==> config.mk <==
export PLATFORM = sky130hd
export DESIGN_NAME = cri_weight_gen
export DESIGN_NICKNAME = d
export VERILOG_FILES = /design/src/rtl/cri_pkg.sv /design/src/rtl/cri_weight_gen.sv
export SDC_FILE = /design/constraint.sdc
export NUM_CORES = 2
export LEC_CHECK = 0
export BUFFER_PORTS_ARGS = -buffer_cell sky130_fd_sc_hd__buf_2
export CAP_MARGIN = 20
export CORE_MARGIN = 2
export CORE_UTILIZATION = 39
export DETAILED_ROUTE_END_ITERATION = 8
export PLACE_DENSITY_LB_ADDON = 0.12
export SLEW_MARGIN = 20
export SYNTH_ARGS = -nofsm -noshare
export SYNTH_HDL_FRONTEND = slang
export SYNTH_SLANG_ARGS = --single-unit
==> constraint.sdc <==
create_clock -name vclk -period 11.5
set_clock_uncertainty 0.2 [all_clocks]
set_input_delay 2.3 -clock vclk [all_inputs]
set_output_delay 2.3 -clock vclk [all_outputs]
set_load 0.005 [all_outputs]
==> src/rtl/cri_pkg.sv <==
// Shared constants and types for the Catmull-Rom interpolator.
// Used by the weight generator and the top level; no dependencies.
package cri_pkg;

    // Opcodes
    localparam logic OP_POSITION = 1'b0;
    localparam logic OP_SLOPE    = 1'b1;

    // Q10 parameter limits and basis constants
    localparam logic [10:0] ONE_Q10       = 11'd1024;
    localparam logic [11:0] LIN_BASE_A    = 12'd1024;
    localparam logic [11:0] LIN_BASE_B    = 12'd3072;
    localparam logic signed [31:0] SLOPE_CONST = 32'sh0010_0000;

    // Result window positions in the 64-bit sum
    localparam int POS_LSB   = 30;
    localparam int SLOPE_LSB = 20;
    localparam int RES_W     = 32;

    // Four basis weights for one item
    typedef struct packed {
        logic signed [31:0] wa;
        logic signed [31:0] wb;
        logic signed [31:0] wc;
        logic signed [31:0] wd;
    } weights_t;

endpackage

==> src/rtl/cri_weight_gen.sv <==
// Basis weight generator: Q30 Hermite weights or their Q20 derivatives.
// Depends on cri_pkg for constants and weights_t.
module cri_weight_gen
    import cri_pkg::*;
(
    input  logic        opcode,
    input  logic [10:0] t_sat,
    input  logic [10:0] u_sat,
    input  logic [20:0] t_sq,
    input  logic [20:0] u_sq,
    output weights_t    weights
);

    logic [11:0]        lin_a;
    logic [11:0]        lin_b;
    logic [31:0]        pos_a_u;
    logic [31:0]        pos_b_u;
    logic [31:0]        pos_c_u;
    logic [31:0]        pos_d_u;
    logic signed [31:0] t_s;
    logic signed [31:0] t_sq_s;
    logic signed [31:0] slope_a;

    // Linear factors 2t+1024 and 3072-2t
    assign lin_a = {t_sat, 1'b0} + LIN_BASE_A;
    assign lin_b = LIN_BASE_B - {t_sat, 1'b0};

    // Position weights: one small multiplier per lane, each at most 2^30
    assign pos_a_u = u_sq * lin_a;
    assign pos_b_u = t_sq * lin_b;
    assign pos_c_u = u_sq * t_sat;
    assign pos_d_u = t_sq * u_sat;

    // Slope weights from constant multiples of t and t squared
    assign t_s     = signed'({21'd0, t_sat});
    assign t_sq_s  = signed'({11'd0, t_sq});
    assign slope_a = t_sq_s * 32'sd6 - t_s * 32'sd6144;

    // Select the weight set by opcode
    always_comb
    begin
        case (opcode)
            OP_SLOPE:
            begin
                weights.wa = slope_a;
                weights.wb = -slope_a;
                weights.wc = t_sq_s * 32'sd3 - t_s * 32'sd4096 + SLOPE_CONST;
                weights.wd = t_sq_s * 32'sd3 - t_s * 32'sd2048;
            end
            default:
            begin
                weights.wa = signed'(pos_a_u);
                weights.wb = signed'(pos_b_u);
                weights.wc = signed'(pos_c_u);
                weights.wd = -signed'(pos_d_u);
            end
        endcase
    end

endmodule

# Word-level counts from Yosys, hierarchy flattened
# Cells that the tools add are included.
# W data, S select, Z words.
# classes
n_mux	1
mul	7
addsub	8
# ops
op	n
$mux W128	1
$mul A21 B11 Y32	2
$mul A21 B12 Y32	2
$mul A21 B2 Y23 const B	2
$add A32 B22 Y32 const B	1
$neg A25 Y32	1
$neg A32 Y32	1
$sub A32 B24 Y32	1
$sub A24 B24 Y25	1
$sub A23 B22 Y24	1
$mul A11 B2 Y13 const B	1
$add A12 B11 Y12 const B	1
$sub A12 B12 Y12 const A	1
# word_totals
elab_cells	16
input_bits	65
out_inout_bits	128
regBits	0

# Logic depth before layout (Yosys ltp)
# logic_depth
ltp_word	4
mapped_depth	27
ltp_nobuf	25

# Worst setup path before layout
# OpenSTA, ideal clock, no wires.
# synth_timing
path_kind	in2out
startpoint	in t_sat[1]
endpoint	out weights[92] (netlist name)
t_required_ps	9000
arrival_ps	8236
cell_stages	25
n_path_buf	2
setup_slack_ps	764
cell_sequence	clkbuf_1 inv_1 ha_1 nor2b_1 nand4_1 xnor2_1 clkbuf_1 nand2_1 fa_1 fa_1 inv_1 fa_1 fa_1 inv_1 fa_1 inv_1 ha_1 nand3_1 nor4_1 o31ai_1 o221ai_1 nand4_1 nor2b_1 xor2_1 o22ai_1
# synth_rtl
item	line	rtl
start, declared	cri_weight_gen.sv:7	input logic [10:0] t_sat,
end, declared	cri_weight_gen.sv:11	output weights_t weights

==> out/qor.txt <==
======================================================================================
Final-stage net count ...................................................         5133
Fraction of final layout cells sized beyond drive strength 1 ............       0.0739
Wire length on met1 .....................................................     46700 µm
Unrepaired setup endpoints after global routing .........................           no
CP Capture Type ......................................................... primary output
Most used standard cell by instance count after synthesis ...............        inv_1
Die extent in y .........................................................       294 µm
Count of hold-fix buffers inserted at cts ...............................            0
Critical Path AT ........................................................      8.79 ns
Hold Crit Start .........................................................     u_sat[0]
Max-cap violations ......................................................            0
Pin count of the biggest net entering global routing ....................           96
Share of the yosys chip area belonging to registers .....................            0
Minimum period implied by the final worst setup slack ...................     11.29 ns
Area post-placement .....................................................   0.0349 mm²
Worst Max-Slew Pin Slew .................................................     0.962 ns
Final routed DRC violation total ........................................            0
Initial antenna violation count .........................................            2
Total number of vias ....................................................        26700
Max transition margin ...................................................        0.359
Area share of the leading cell type in the synthesized netlist ..........        0.387
Number of optimization iterations in the first detailed-route pass ......            5
I/O pin total ...........................................................          193
Multi-input combinational cell area .....................................   0.0294 mm²
Cell accounting for the most synthesized area ...........................         fa_1
Total GRT Usage .........................................................        0.232
Total Wirelength ........................................................     98000 µm
F_max ...................................................................     88.6 MHz
Horizontal die dimension ................................................       294 µm
Sequential cell area in the final layout ................................        0 µm²
Status .................................................................. complete, no violations
Weighted congestion reported at the end of routability-driven placement .        0.891
Number of routed nets with antenna violations ...........................            0
Peak fanout along the critical path .....................................            7
Clock Buffer Count ......................................................            0
Initial cell density of the core ........................................        0.393
Fill cell instance count of the final layout ............................         8602
Number of global-route vias before repair ...............................        27600
Number of setup buffers added after CTS .................................            0
Part of the cycle the worst path needs ..................................        0.982
Cell types with the highest counts after synthesis ...................... 748 x inv_1, 634 x fa_1, 466 x nand2_1
Hold depth ..............................................................            4
Wire length of the first global-routing pass ............................    157000 µm
HPWL reported at the end of detailed placement ..........................     82200 µm
Total Die Area ..........................................................   0.0864 mm²
Most area-consuming cells after synthesis ............................... fa_1 39%, ha_1 16%, inv_1 8.6%
Core footprint ..........................................................   0.0834 mm²
Average wire length per cell after detail routing .......................      19.2 µm
Worst Setup Start Kind ..................................................   input port
Global route overflow ...................................................            0
Mean post-synth cell area ...............................................     8.33 µm²
Finished layout cell area ...............................................   0.0350 mm²
Final count of negative-setup-slack endpoints ...........................            0
Synth unique cells ......................................................           71
Input/output buffers ....................................................          191
Routed length on met2 ...................................................     44500 µm
Kind of critical path ................................................... input port to primary output
Path type of the worst min-delay path ................................... input port to primary output
Synth Instances .........................................................         3934
Layout Area Growth over Synthesis .......................................        6.90%
Synthesis warning total .................................................            0
Netlist Area Pre-Place ..................................................   0.0328 mm²
Per-cell via count in the routed design .................................         5.23
Total number of placement rows ..........................................          106
Final hold violation count ..............................................            0
Initial DRC count .......................................................         1420
Data required, critical path ............................................      9.00 ns
Final max-slew violation count ..........................................            0
Top routing layer in use ................................................         met5
Met3 wirelength from detailed routing ...................................      4890 µm
FFs & Latches ...........................................................            0
End point of the most critical hold path ................................   weights[0]
======================================================================================
-- how the worst max path moves through the flow --
stage	start	cells after the start	to
floorplan	t_sat[1]	25	weights[92]
global placement	t_sat[2]	27	weights[92]
detailed placement	t_sat[2]	27	weights[94]
CTS	t_sat[1]	27	weights[94]
global route	t_sat[1]	27	weights[92]
finish	t_sat[1]	26	weights[83]
-- logic make-up after synthesis --
kind of cell    count (synthesis)  synth area share
fa+ha+maj                    1046             0.545
other cells                     1          0.000114
simple gates                 1186             0.181
xor+xnor                      178            0.0476
compound gates                588             0.116
buf+inv                       920             0.106
mux                            15           0.00470
-- layout by cell type (no fill, tap or decap), types with 7 or more instances in the layout --
cell type and count:
o211ai_1 21, and2_1 368, a21boi_0 8, nand2_1 466, a31oi_1 15, nand3_1 38
buf_4 65, xnor2_1 110, a2111oi_0 9, a211oi_1 28, ha_1 411, fa_1 634
mux2i_1 12, nor2_1 113, buf_2 190, nor2b_1 22, or2_2 10, a21o_1 59
and3_1 13, a211o_1 10, o22ai_1 7, or3_1 12, inv_1 746, nand4_1 19
nor3_1 48, nor3b_1 8, xor2_1 62, nand2b_1 40, o31ai_1 25, o21a_1 37
o21ai_0 140, o31a_1 7, a21oi_1 150, o21bai_1 22
-- layer usage --
| metal | track usage | up-vias |
|---|---|---|
| met5 | 0 | - |
| met4 | 0.0357 | 2 |
| met3 | 0.0199 | 69 |
| met2 | 0.380 | 605 |
| met1 | 0.339 | 13400 |
| li1 | - | 12500 |
-- what timing repair did --
item,4_1_cts,5_1_grt
hold endpoints to repair,0,0
setup endpoints to repair,3,12
resized for setup,2,14
-- stage by stage --
| stage | instances | hold slack (ns) | setup slack, ns | utilization | setup TNS, ns |
|---|---|---|---|---|---|
| floorplan | 3935 | 4.53 | 0.764 | - | 0 |
| global placement | 5100 | 4.99 | -0.0165 | 0.419 | -0.0174 |
| detailed placement | 5100 | 5.00 | -0.0773 | 0.419 | -0.194 |
| CTS | 5100 | 5.00 | 0.0430 | 0.419 | 0 |
| global route | 5100 | 5.06 | 0.0125 | 0.420 | 0 |
| finish | 5102 | 4.99 | 0.210 | 0.420 | 0 |
-- cell type report --
type,instances,share of cell area
inverter,748,0.0802
multi-input combinational,3015,0.839
tap,1080,0.0386
antenna,2,0.000143
timing repair buffer,257,0.0417
-- critical path, stage by stage --
cell and delay (ns):
buf_2 0.14, inv_1 0.08, buf_4 0.14, ha_2 0.27, nand2_1 0.12, xnor2_2 0.51, buf_4 0.26, nand2_1 0.07
fa_1 0.50, inv_1 0.04, ha_1 0.19, fa_1 0.48, inv_1 0.05, fa_1 0.50, fa_1 0.49, inv_1 0.04
ha_1 0.32, nor2b_1 0.16, o2111ai_1 0.34, nand4b_1 0.39, a31oi_1 0.36, o21ai_0 0.12, a21oi_1 0.18, xor2_1 0.09
mux2i_1 0.41, buf_2 0.21
Power is left out: the tool's default activity adds up to more than one toggle a clock period on the data nets, which glitch-free logic cannot reach.
